--- src/hw/rtl/rpvg_pkg.sv ---
// Shared types, constants and helper functions for the regular polygon vertex generator.
`timescale 1ns / 1ps

package rpvg_pkg;

    // Geometry limits and arithmetic sizes.
    localparam int MAX_SIDES    = 64;
    localparam int MIN_SIDES    = 3;
    localparam int SIDE_W       = 7;
    localparam int IDX_W        = 6;
    localparam int CORDIC_STEPS = 30;
    localparam int DIV_STEPS    = 33;
    localparam int CNT_W        = 6;
    localparam int TRIG_W       = 33;
    localparam int PROD_W       = 65;

    // CORDIC start value: inverse of the rotation gain in Q2.30.
    localparam logic signed [TRIG_W-1:0] CORDIC_GAIN_Q30 = 33'sd652032874;
    // Half of one Q2.30 unit, added before the scaling shift.
    localparam logic signed [PROD_W-1:0] ROUND_HALF = 65'sd536870912;

    // Input item of one polygon.
    typedef struct packed {
        logic signed [31:0] center_x;
        logic signed [31:0] center_y;
        logic signed [31:0] circumradius;
    } t_in_item;

    // One vertex result.
    typedef struct packed {
        logic signed [31:0] vertex_x;
        logic signed [31:0] vertex_y;
        logic               last_vertex;
    } t_out_item;

    // Controller states.
    typedef enum logic [2:0] {
        S_IDLE,
        S_DIV,
        S_LOAD,
        S_ROT,
        S_MUL_S,
        S_MUL_C,
        S_FIN,
        S_EMIT
    } t_state;

    // Commands from the controller to the datapath.
    typedef struct packed {
        logic       load;
        logic       div_step;
        logic       div_first;
        logic       cordic_load;
        logic       cordic_step;
        logic [4:0] iter;
        logic       mul_s;
        logic       mul_c;
        logic       fin;
        logic       advance;
    } t_dp_cmd;

    // Status from the datapath to the controller.
    typedef struct packed {
        logic radius_pos;
        logic last;
    } t_dp_status;

    // Arctangent of 2^-k in units of 2^-32 turn.
    function automatic logic [29:0] atan_turn(input logic [4:0] k);
        logic [29:0] v;
        case (k)
            5'd0:  v = 30'h20000000;
            5'd1:  v = 30'h12E4051D;
            5'd2:  v = 30'h09FB385B;
            5'd3:  v = 30'h051111D4;
            5'd4:  v = 30'h028B0D43;
            5'd5:  v = 30'h0145D7E1;
            5'd6:  v = 30'h00A2F61E;
            5'd7:  v = 30'h00517C55;
            5'd8:  v = 30'h0028BE53;
            5'd9:  v = 30'h00145F2E;
            5'd10: v = 30'h000A2F98;
            5'd11: v = 30'h000517CC;
            5'd12: v = 30'h00028BE6;
            5'd13: v = 30'h000145F3;
            5'd14: v = 30'h0000A2F9;
            5'd15: v = 30'h0000517C;
            5'd16: v = 30'h000028BE;
            5'd17: v = 30'h0000145F;
            5'd18: v = 30'h00000A2F;
            5'd19: v = 30'h00000517;
            5'd20: v = 30'h0000028B;
            5'd21: v = 30'h00000145;
            5'd22: v = 30'h000000A2;
            5'd23: v = 30'h00000051;
            5'd24: v = 30'h00000028;
            5'd25: v = 30'h00000014;
            5'd26: v = 30'h0000000A;
            5'd27: v = 30'h00000005;
            5'd28: v = 30'h00000002;
            5'd29: v = 30'h00000001;
            default: v = 30'h00000000;
        endcase
        return v;
    endfunction

    // Clamp a 36-bit signed value into the signed 32-bit range.
    function automatic logic signed [31:0] sat32(input logic signed [35:0] v);
        logic signed [31:0] r;
        if (v > 36'sd2147483647) begin
            r = 32'sh7FFFFFFF;
        end else if (v < -36'sd2147483648) begin
            r = 32'sh80000000;
        end else begin
            r = v[31:0];
        end
        return r;
    endfunction

endpackage

--- src/hw/rtl/regular_polygon_vertex_generator_top.sv ---
// Top level: side count register, controller and datapath of the polygon vertex generator.
// After the start transfer the side count division runs first; each vertex then takes
// one load, 30 CORDIC steps, two multiplies, finish and emit.
// One polygon is processed at a time on the single shared CORDIC rotator and multiplier,
// so no new item is taken while busy; a nonpositive radius is taken and leaves it idle.
// Results are strobed for one cycle and cannot be stalled by the receiver.
// Reset is synchronous, active low; it returns to idle and sets the side count to 3.
`timescale 1ns / 1ps

module regular_polygon_vertex_generator_top
    import rpvg_pkg::*;
(
    input  logic               i_clk,
    input  logic               i_rst_n,
    input  logic               start,
    output logic               busy,
    input  t_in_item           i_item,
    output logic               o_strobe,
    output t_out_item          o_result,
    input  logic               i_cfg_we,
    input  logic [SIDE_W-1:0]  i_cfg_wdata
);

    logic [SIDE_W-1:0] r_side_count;
    t_dp_cmd           cmd;
    t_dp_status        status;

    // Side count configuration register.
    always_ff @(posedge i_clk) begin
        if (!i_rst_n) begin
            r_side_count <= SIDE_W'(MIN_SIDES);
        end else if (i_cfg_we) begin
            r_side_count <= i_cfg_wdata;
        end
    end

    rpvg_ctrl u_ctrl (
        .i_clk    (i_clk),
        .i_rst_n  (i_rst_n),
        .i_start  (start),
        .i_status (status),
        .o_cmd    (cmd),
        .o_busy   (busy)
    );

    rpvg_datapath u_datapath (
        .i_clk        (i_clk),
        .i_rst_n      (i_rst_n),
        .i_cmd        (cmd),
        .i_item       (i_item),
        .i_side_count (r_side_count),
        .o_status     (status),
        .o_result     (o_result),
        .o_strobe     (o_strobe)
    );

`ifndef SYNTH
    // Results are only produced while an item is in progress.
    a_strobe_busy: assert property (@(posedge i_clk) disable iff (!i_rst_n)
        o_strobe |-> busy)
        else $error("result strobe while idle");

    // A nonpositive radius produces no work.
    a_nonpos_idle: assert property (@(posedge i_clk) disable iff (!i_rst_n)
        (start && !busy && (i_item.circumradius <= 32'sd0)) |=> !busy)
        else $error("nonpositive radius started a polygon");

    // A positive radius always starts a polygon.
    a_pos_busy: assert property (@(posedge i_clk) disable iff (!i_rst_n)
        (start && !busy && (i_item.circumradius > 32'sd0)) |=> busy)
        else $error("positive radius did not start a polygon");
`endif

endmodule

--- src/hw/rtl/rpvg_datapath.sv ---
// Datapath: side count divider, phase stepper, CORDIC rotator, scaling multiplier and output.
`timescale 1ns / 1ps

module rpvg_datapath
    import rpvg_pkg::*;
(
    input  logic                  i_clk,
    input  logic                  i_rst_n,
    input  t_dp_cmd               i_cmd,
    input  t_in_item              i_item,
    input  logic [SIDE_W-1:0]     i_side_count,
    output t_dp_status            o_status,
    output t_out_item             o_result,
    output logic                  o_strobe
);

    // Latched item and clamped side count.
    logic signed [31:0]        r_cx, r_cy, r_r;
    logic [SIDE_W-1:0]         r_n;
    logic [SIDE_W-1:0]         n_clamped;

    // Phase increment floor(2^32 / n) and remainder 2^32 mod n.
    logic [31:0]               r_q0;
    logic [SIDE_W-1:0]         r_rem;
    logic [SIDE_W:0]           div_trial;
    logic                      div_ge;

    // Per-vertex phase state.
    logic [IDX_W-1:0]          r_idx;
    logic [31:0]               r_phase;
    logic [SIDE_W-1:0]         r_vrem;
    logic [SIDE_W:0]           rem_sum;
    logic                      rem_carry;

    // CORDIC state.
    logic signed [TRIG_W-1:0]  r_x, r_y;
    logic signed [31:0]        r_z;
    logic [1:0]                r_quad;
    logic signed [TRIG_W-1:0]  dx, dy;
    logic signed [31:0]        at;
    logic signed [TRIG_W-1:0]  sin_v, cos_v, mul_opnd;

    // Scaling and output.
    logic signed [PROD_W-1:0]  r_prod;
    logic signed [PROD_W-1:0]  rnd_sum;
    logic signed [34:0]        scaled;
    logic signed [35:0]        vx_wide, vy_wide;
    logic signed [31:0]        r_vx, r_vy;
    logic                      r_last;
    logic                      r_strobe;

    // Side count clamp to the supported range.
    always_comb begin
        if (i_side_count < SIDE_W'(MIN_SIDES)) begin
            n_clamped = SIDE_W'(MIN_SIDES);
        end else if (i_side_count > SIDE_W'(MAX_SIDES)) begin
            n_clamped = SIDE_W'(MAX_SIDES);
        end else begin
            n_clamped = i_side_count;
        end
    end

    // Restoring division step; the dividend 2^32 has its only set bit first.
    assign div_trial = {(i_cmd.div_first ? {SIDE_W{1'b0}} : r_rem), i_cmd.div_first};
    assign div_ge    = (div_trial >= {1'b0, r_n});

    // Remainder accumulation between vertices.
    assign rem_sum   = {1'b0, r_vrem} + {1'b0, r_rem};
    assign rem_carry = (rem_sum >= {1'b0, r_n});

    // CORDIC shifted terms and angle constant.
    assign dx = r_y >>> i_cmd.iter;
    assign dy = r_x >>> i_cmd.iter;
    assign at = $signed({2'b00, atan_turn(i_cmd.iter)});

    // Quadrant mapping of the rotated vector.
    always_comb begin
        case (r_quad)
            2'd0: begin
                cos_v = r_x;
                sin_v = r_y;
            end
            2'd1: begin
                cos_v = -r_y;
                sin_v = r_x;
            end
            2'd2: begin
                cos_v = -r_x;
                sin_v = -r_y;
            end
            default: begin
                cos_v = r_y;
                sin_v = -r_x;
            end
        endcase
    end

    assign mul_opnd = i_cmd.mul_s ? sin_v : cos_v;

    // Round to nearest, scale back from Q2.30 and combine with the center.
    assign rnd_sum = r_prod + ROUND_HALF;
    assign scaled  = rnd_sum[64:30];
    assign vx_wide = {{4{r_cx[31]}}, r_cx} - {scaled[34], scaled};
    assign vy_wide = {{4{r_cy[31]}}, r_cy} + {scaled[34], scaled};

    // Item capture and division.
    always_ff @(posedge i_clk) begin
        if (i_cmd.load) begin
            r_cx  <= i_item.center_x;
            r_cy  <= i_item.center_y;
            r_r   <= i_item.circumradius;
            r_n   <= n_clamped;
        end
        if (i_cmd.div_step) begin
            r_q0  <= {r_q0[30:0], div_ge};
            r_rem <= div_ge ? SIDE_W'(div_trial - {1'b0, r_n}) : div_trial[SIDE_W-1:0];
        end
    end

    // Vertex index and phase stepping.
    always_ff @(posedge i_clk) begin
        if (i_cmd.load) begin
            r_idx   <= '0;
            r_phase <= '0;
            r_vrem  <= '0;
        end else if (i_cmd.advance) begin
            r_idx   <= r_idx + IDX_W'(1);
            r_phase <= r_phase + r_q0 + 32'(rem_carry);
            r_vrem  <= rem_carry ? SIDE_W'(rem_sum - {1'b0, r_n}) : rem_sum[SIDE_W-1:0];
        end
    end

    // CORDIC rotation, one step per cycle.
    always_ff @(posedge i_clk) begin
        if (i_cmd.cordic_load) begin
            r_x    <= CORDIC_GAIN_Q30;
            r_y    <= '0;
            r_z    <= $signed({2'b00, r_phase[29:0]});
            r_quad <= r_phase[31:30];
        end else if (i_cmd.cordic_step) begin
            if (!r_z[31]) begin
                r_x <= r_x - dx;
                r_y <= r_y + dy;
                r_z <= r_z - at;
            end else begin
                r_x <= r_x + dx;
                r_y <= r_y - dy;
                r_z <= r_z + at;
            end
        end
    end

    // Shared multiplier: sine product first, then cosine product.
    always_ff @(posedge i_clk) begin
        if (i_cmd.mul_s || i_cmd.mul_c) begin
            r_prod <= PROD_W'(r_r) * PROD_W'(mul_opnd);
        end
        if (i_cmd.mul_c) begin
            r_vx <= sat32(vx_wide);
        end
        if (i_cmd.fin) begin
            r_vy   <= sat32(vy_wide);
            r_last <= o_status.last;
        end
    end

    // Result strobe for the cycle after the y coordinate is finished.
    always_ff @(posedge i_clk) begin
        if (!i_rst_n) begin
            r_strobe <= 1'b0;
        end else begin
            r_strobe <= i_cmd.fin;
        end
    end

    assign o_status.radius_pos = !i_item.circumradius[31] && (|i_item.circumradius);
    assign o_status.last       = ({1'b0, r_idx} == (r_n - SIDE_W'(1)));

    assign o_result.vertex_x    = r_vx;
    assign o_result.vertex_y    = r_vy;
    assign o_result.last_vertex = r_last;
    assign o_strobe             = r_strobe;

endmodule

--- src/hw/rtl/rpvg_ctrl.sv ---
// Controller state machine that sequences division, rotation, scaling and output.
`timescale 1ns / 1ps

module rpvg_ctrl
    import rpvg_pkg::*;
(
    input  logic        i_clk,
    input  logic        i_rst_n,
    input  logic        i_start,
    input  t_dp_status  i_status,
    output t_dp_cmd     o_cmd,
    output logic        o_busy
);

    t_state            r_state, n_state;
    logic [CNT_W-1:0]  r_cnt, n_cnt;

    // State and step counter registers.
    always_ff @(posedge i_clk) begin
        if (!i_rst_n) begin
            r_state <= S_IDLE;
            r_cnt   <= '0;
        end else begin
            r_state <= n_state;
            r_cnt   <= n_cnt;
        end
    end

    // Next state and counter.
    always_comb begin
        n_state = r_state;
        n_cnt   = r_cnt;
        case (r_state)
            S_IDLE: begin
                n_cnt = '0;
                if (i_start && i_status.radius_pos) begin
                    n_state = S_DIV;
                end
            end
            S_DIV: begin
                if (r_cnt == CNT_W'(DIV_STEPS - 1)) begin
                    n_state = S_LOAD;
                end else begin
                    n_cnt = r_cnt + CNT_W'(1);
                end
            end
            S_LOAD: begin
                n_cnt   = '0;
                n_state = S_ROT;
            end
            S_ROT: begin
                if (r_cnt == CNT_W'(CORDIC_STEPS - 1)) begin
                    n_state = S_MUL_S;
                end else begin
                    n_cnt = r_cnt + CNT_W'(1);
                end
            end
            S_MUL_S: n_state = S_MUL_C;
            S_MUL_C: n_state = S_FIN;
            S_FIN:   n_state = S_EMIT;
            S_EMIT: begin
                n_state = i_status.last ? S_IDLE : S_LOAD;
            end
            default: n_state = S_IDLE;
        endcase
    end

    // Datapath commands.
    always_comb begin
        o_cmd           = '0;
        o_cmd.iter      = r_cnt[4:0];
        case (r_state)
            S_IDLE:  o_cmd.load        = i_start;
            S_DIV: begin
                o_cmd.div_step  = 1'b1;
                o_cmd.div_first = (r_cnt == '0);
            end
            S_LOAD:  o_cmd.cordic_load = 1'b1;
            S_ROT:   o_cmd.cordic_step = 1'b1;
            S_MUL_S: o_cmd.mul_s       = 1'b1;
            S_MUL_C: o_cmd.mul_c       = 1'b1;
            S_FIN:   o_cmd.fin         = 1'b1;
            S_EMIT:  o_cmd.advance     = 1'b1;
            default: o_cmd             = '0;
        endcase
    end

    assign o_busy = (r_state != S_IDLE);

`ifndef SYNTH
    // A result cycle always follows the finishing cycle of a vertex.
    a_emit_after_fin: assert property (@(posedge i_clk) disable iff (!i_rst_n)
        (r_state == S_EMIT) |-> ($past(r_state) == S_FIN))
        else $error("emit state entered without finishing a vertex");

    // The rotation never runs past its last step.
    a_rot_bound: assert property (@(posedge i_clk) disable iff (!i_rst_n)
        (r_state == S_ROT) |-> (r_cnt < CNT_W'(CORDIC_STEPS)))
        else $error("rotation step counter out of range");

    // Division only leaves toward the first vertex load.
    a_div_exit: assert property (@(posedge i_clk) disable iff (!i_rst_n)
        (r_state == S_DIV) |=> (r_state == S_DIV || r_state == S_LOAD))
        else $error("division left to an unexpected state");
`endif

endmodule

--- config.mk ---
export PLATFORM = sky130hd
export DESIGN_NAME = regular_polygon_vertex_generator_top
export DESIGN_NICKNAME = d
export VERILOG_FILES = /design/src/hw/rtl/rpvg_pkg.sv /design/src/hw/rtl/regular_polygon_vertex_generator_top.sv /design/src/hw/rtl/rpvg_datapath.sv /design/src/hw/rtl/rpvg_ctrl.sv
export SDC_FILE = /design/constraint.sdc
export NUM_CORES = 2
export LEC_CHECK = 0
export BUFFER_PORTS_ARGS = -buffer_cell sky130_fd_sc_hd__buf_4
export CAP_MARGIN = 25
export CORE_ASPECT_RATIO = 0.6
export CORE_MARGIN = 2
export CORE_UTILIZATION = 40
export CTS_BUF_LIST = sky130_fd_sc_hd__clkbuf_4
export DETAILED_ROUTE_END_ITERATION = 12
export GPL_TIMING_DRIVEN = 0
export PLACE_DENSITY = 0.65
export SYNTH_ARGS = -nofsm -noshare
export SYNTH_HDL_FRONTEND = slang
export SYNTH_SLANG_ARGS = --single-unit
export TNS_END_PERCENT = 50
--- constraint.sdc ---
create_clock -name i_clk -period 24 [get_ports i_clk]
set_clock_uncertainty 0.2 [all_clocks]
set_input_delay 3.6 -clock i_clk [delete_from_list [all_inputs] [get_ports i_clk]]
set_output_delay 3.6 -clock i_clk [all_outputs]
set_load 0.05 [all_outputs]
==> metrics.txt <==
# TYPE chip_impl_metric gauge
chip_impl_metric{name="cts-hold-fix-buffers",unit=""} 0
chip_impl_info{name="critical_path.reg2reg.startpoint",value="u_datapath.r_y[9]"} 1
chip_impl_metric{name="finalCriticalPeriod",unit="ns"} 14.79
chip_impl_metric{name="grt_pass1_vias",unit=""} 60090
chip_impl_metric{name="route.antenna.remaining_nets",unit=""} 0
chip_impl_metric{name="syn_to_final_growth",unit="%"} 10.14
chip_impl_metric{name="tightestPinTransition",unit="ns"} 1.370
chip_impl_metric{name="hold_path_depth",unit=""} 0
chip_impl_info{name="yosysMostFrequentCell",value="sky130_fd_sc_hd__inv_1"} 1
chip_impl_metric{name="design.core.area",unit="mm²"} 0.1778
chip_impl_info{name="worstSetupPathType",value="flop to flop"} 1
chip_impl_metric{name="die_width",unit="µm"} 549.3
chip_impl_metric{name="port_buffers",unit=""} 172
chip_impl_metric{name="cts_num_sinks",unit=""} 435
chip_impl_metric{name="share_of_cells_above_drive_strength_1",unit=""} 0.08355
chip_impl_metric{name="gr-usage-all-layers",unit=""} 0.3504
chip_impl_metric{name="drt_iter0_drc",unit=""} 8337
chip_impl_metric{name="worst-path-max-fanout",unit=""} 10
chip_impl_metric{name="cap_violations",unit=""} 0
chip_impl_metric{name="clock_latency",unit="ns"} 1.10
chip_impl_metric{name="routed_vias_inst",unit=""} 5.854
chip_impl_metric{name="seq_area_frac_synth",unit=""} 0.1606
chip_impl_info{name="worstSetupStartpointType",value="flop"} 1
chip_impl_metric{name="cts_setup_buffers",unit=""} 0
chip_impl_metric{name="synthesis.area",unit="mm²"} 0.07138
chip_impl_metric{name="rows",unit=""} 120
chip_impl_metric{name="maxSlewViolCount",unit=""} 0
chip_impl_metric{name="headroom_to_the_max_slew_limit",unit=""} 0.08685
chip_impl_metric{name="floorplan.initialDensity",unit=""} 0.4015
chip_impl_info{name="yosys-top-cells-count",value="sky130_fd_sc_hd__inv_1 (1,227), sky130_fd_sc_hd__fa_1 (1,121), sky130_fd_sc_hd__nand2_1 (860)"} 1
chip_impl_info{name="crit_slowest_cell",value="sky130_fd_sc_hd__clkbuf_1"} 1
chip_impl_metric{name="post_syn_nets",unit=""} 9366
chip_impl_metric{name="count_of_flip_flops_with_a_built_in_enable_after_synthesis",unit=""} 275
chip_impl_metric{name="synth.avg_cell_area",unit="µm²"} 9.243
chip_impl_metric{name="synth_warnings",unit=""} 0
chip_impl_metric{name="synthCells",unit=""} 7722
chip_impl_metric{name="synthDistinctLibCells",unit=""} 112
chip_impl_info{name="largest_register",value="u_datapath.r_prod"} 1
chip_impl_metric{name="drt_wl_total",unit="mm"} 322.2
chip_impl_info{name="hold_end",value="u_datapath.r_q0[22]"} 1
chip_impl_metric{name="final_hold_viol_count",unit=""} 0
chip_impl_metric{name="postCtsResizedCells",unit=""} 0
chip_impl_info{name="yosysTopAreaCell",value="sky130_fd_sc_hd__fa_1"} 1
chip_impl_metric{name="largest_reg_flops",unit=""} 36
chip_impl_info{name="layout_top_registers",value="u_datapath.r_prod (36), u_datapath.r_x (33), u_datapath.r_y (33)"} 1
chip_impl_info{name="worst_hold_path_type",value="flop to flop"} 1
chip_impl_metric{name="io_pins",unit=""} 174
chip_impl_metric{name="ff2ff_path_depth",unit=""} 40
chip_impl_metric{name="average_wire_per_cell_in_the_routed_design",unit="µm"} 30.40
chip_impl_metric{name="detailed_place_hpwl",unit="mm"} 270.3
chip_impl_metric{name="fmaxAchievable",unit="MHz"} 67.63
chip_impl_info{name="synthTopCellsByArea",value="sky130_fd_sc_hd__fa_1 (31%), sky130_fd_sc_hd__edfxtp_1 (12%), sky130_fd_sc_hd__ha_1 (7.3%)"} 1
chip_impl_metric{name="grt_remaining_overflow",unit=""} 0
chip_impl_info{name="synth-main-ff-cell",value="sky130_fd_sc_hd__edfxtp_1"} 1
chip_impl_metric{name="synth-async-reset-ratio",unit=""} 0
chip_impl_metric{name="critPathRequiredTime",unit="ns"} 24.63
chip_impl_metric{name="r2r_setup_slack",unit="ns"} 9.21
chip_impl_metric{name="critPathArrivalTime",unit="ns"} 15.42
chip_impl_metric{name="nFillCells",unit=""} 17460
chip_impl_info{name="cts-root-buf",value="sky130_fd_sc_hd__clkbuf_4"} 1
chip_impl_metric{name="finalCritPeriodShare",unit=""} 0.6161
chip_impl_metric{name="drc_errors",unit=""} 0
chip_impl_metric{name="vias",unit=""} 62050
chip_impl_info{name="rsz0062_at_grt",value="no"} 1
chip_impl_info{name="tritoncts",value="done"} 1
chip_impl_metric{name="setup_viol_count_final",unit=""} 0
chip_impl_info{name="worst_hold_startpoint",value="u_datapath.r_q0[21]"} 1
chip_impl_metric{name="fp.dieArea",unit="mm²"} 0.1819
chip_impl_metric{name="drt_first_pass_iters",unit=""} 8
chip_impl_info{name="status",value="finished, final reports clean"} 1
chip_impl_info{name="r2r-end",value="u_datapath.r_prod[63]"} 1
chip_impl_metric{name="antenna_found_initial",unit=""} 59
chip_impl_metric{name="synth_top_cell_area_share",unit=""} 0.3144
chip_impl_metric{name="timing.critical_path.slowest_cell_delay",unit="ns"} 0.84
chip_impl_info{name="cp_common_cell",value="sky130_fd_sc_hd__fa_1"} 1
chip_impl_metric{name="die_h",unit="µm"} 331.2
chip_impl_metric{name="nets",unit=""} 9743
chip_impl_info{name="worst_setup_path_end_kind",value="flop"} 1
chip_impl_metric{name="routabilityCongestion",unit=""} 1.095
chip_impl_metric{name="yosys_register_bits",unit=""} 435
chip_impl_metric{name="tns",unit="ns"} 0
chip_impl_metric{name="max-clock-path-buffers",unit=""} 3
chip_impl_metric{name="clock_tree.htree_level_count",unit=""} 3
chip_impl_metric{name="grt_first_pass_wirelength",unit="mm"} 450.4
chip_impl_metric{name="worst_path_clk_slew",unit="ns"} 0.07
chip_impl_metric{name="grt_max_degree",unit=""} 61
chip_impl_metric{name="cts_made_buffers",unit=""} 114
[placed cells by master (no fill, tap or decap), types with 153 or more instances in the layout]
cell type and count:
sky130_fd_sc_hd__a21oi_1 406, sky130_fd_sc_hd__and2_1 553, sky130_fd_sc_hd__buf_4 196, sky130_fd_sc_hd__clkbuf_1 336
sky130_fd_sc_hd__clkbuf_4 153, sky130_fd_sc_hd__dfxtp_1 160, sky130_fd_sc_hd__edfxtp_1 275, sky130_fd_sc_hd__fa_1 1121
sky130_fd_sc_hd__ha_1 416, sky130_fd_sc_hd__inv_1 1226, sky130_fd_sc_hd__nand2_1 860, sky130_fd_sc_hd__nor2_1 337
sky130_fd_sc_hd__o21ai_0 260, sky130_fd_sc_hd__xnor2_1 227, sky130_fd_sc_hd__xor2_1 172
[metal layers]
metal	track usage	vias to the layer above	wire (µm)
li1	-	25790	-
met1	0.5363	31560	147800
met2	0.4031	4216	109000
met3	0.2160	451	59020
met4	0.05547	44	5782
met5	0.01151	-	610
[cell type report]
type | instances | area [µm²] | share of cell area
Multi-Input combinational cell | 5646 | 53620 | 0.6821
Sequential cell | 435 | 11460 | 0.1458
Inverter | 1235 | 4638 | 0.05900
Tap cell | 2379 | 2977 | 0.03786
Timing Repair Buffer | 261 | 2571 | 0.03271
Buffer | 406 | 1705 | 0.02169
Clock buffer | 151 | 1134 | 0.01442
Clock inverter | 65 | 449.2 | 0.005714
Antenna cell | 22 | 55.05 | 0.0007003
[through the flow]
| stage | worst slack (ns) | area (µm²) | hold slack, ns | std cells | utilization |
|---|---|---|---|---|---|
| floorplan | 13.30 | 71380 | 0.2172 | 7722 | - |
| global placement | 8.422 | 75640 | 0.2415 | 10270 | 0.4255 |
| detailed placement | 8.383 | 76620 | 0.2401 | 10340 | 0.4310 |
| CTS | 8.347 | 78210 | 0.1875 | 10550 | 0.4399 |
| global route | 8.793 | 78570 | 0.2240 | 10580 | 0.4420 |
| finish | 9.214 | 78610 | 0.1986 | 10600 | 0.4422 |
[worst max-delay path by stage]
stage | start | to | slack, ns
detailed placement | u_datapath.r_y[9] | u_datapath.r_prod[63] | 8.38
CTS | u_datapath.r_y[9] | u_datapath.r_prod[63] | 8.35
floorplan | u_datapath.r_y[1] | u_datapath.r_prod[64] | 13.30
global placement | u_datapath.r_y[9] | u_datapath.r_prod[63] | 8.42
global route | u_datapath.r_y[9] | u_datapath.r_prod[63] | 8.79
finish | u_datapath.r_y[9] | u_datapath.r_prod[63] | 9.21
[worst max-delay path: cells and delay by family (launching register included)]
family | cells | cell delay, ns
xor gates and xnor gates | 2 | 0.29
adders and majority gates | 9 | 4.64
and+or+nand+nor | 13 | 5.01
DFF | 1 | 0.32
AOI/OAI and AO/OA | 8 | 2.29
buffers and inverters | 8 | 1.77
[logic make-up after synthesis]
| kind of cell | share of synthesized area |
|---|---|
| adders and majority gates | 0.3873 |
| AOI/OAI and AO/OA | 0.1064 |
| DFF | 0.1606 |
| muxes | 0.04947 |
| xor gates and xnor gates | 0.04928 |
| buffers and inverters | 0.08881 |
| and+or+nand+nor | 0.1581 |
Power is left out: the tool's default activity adds up to more than one toggle a clock period on the data nets, which glitch-free logic cannot reach.
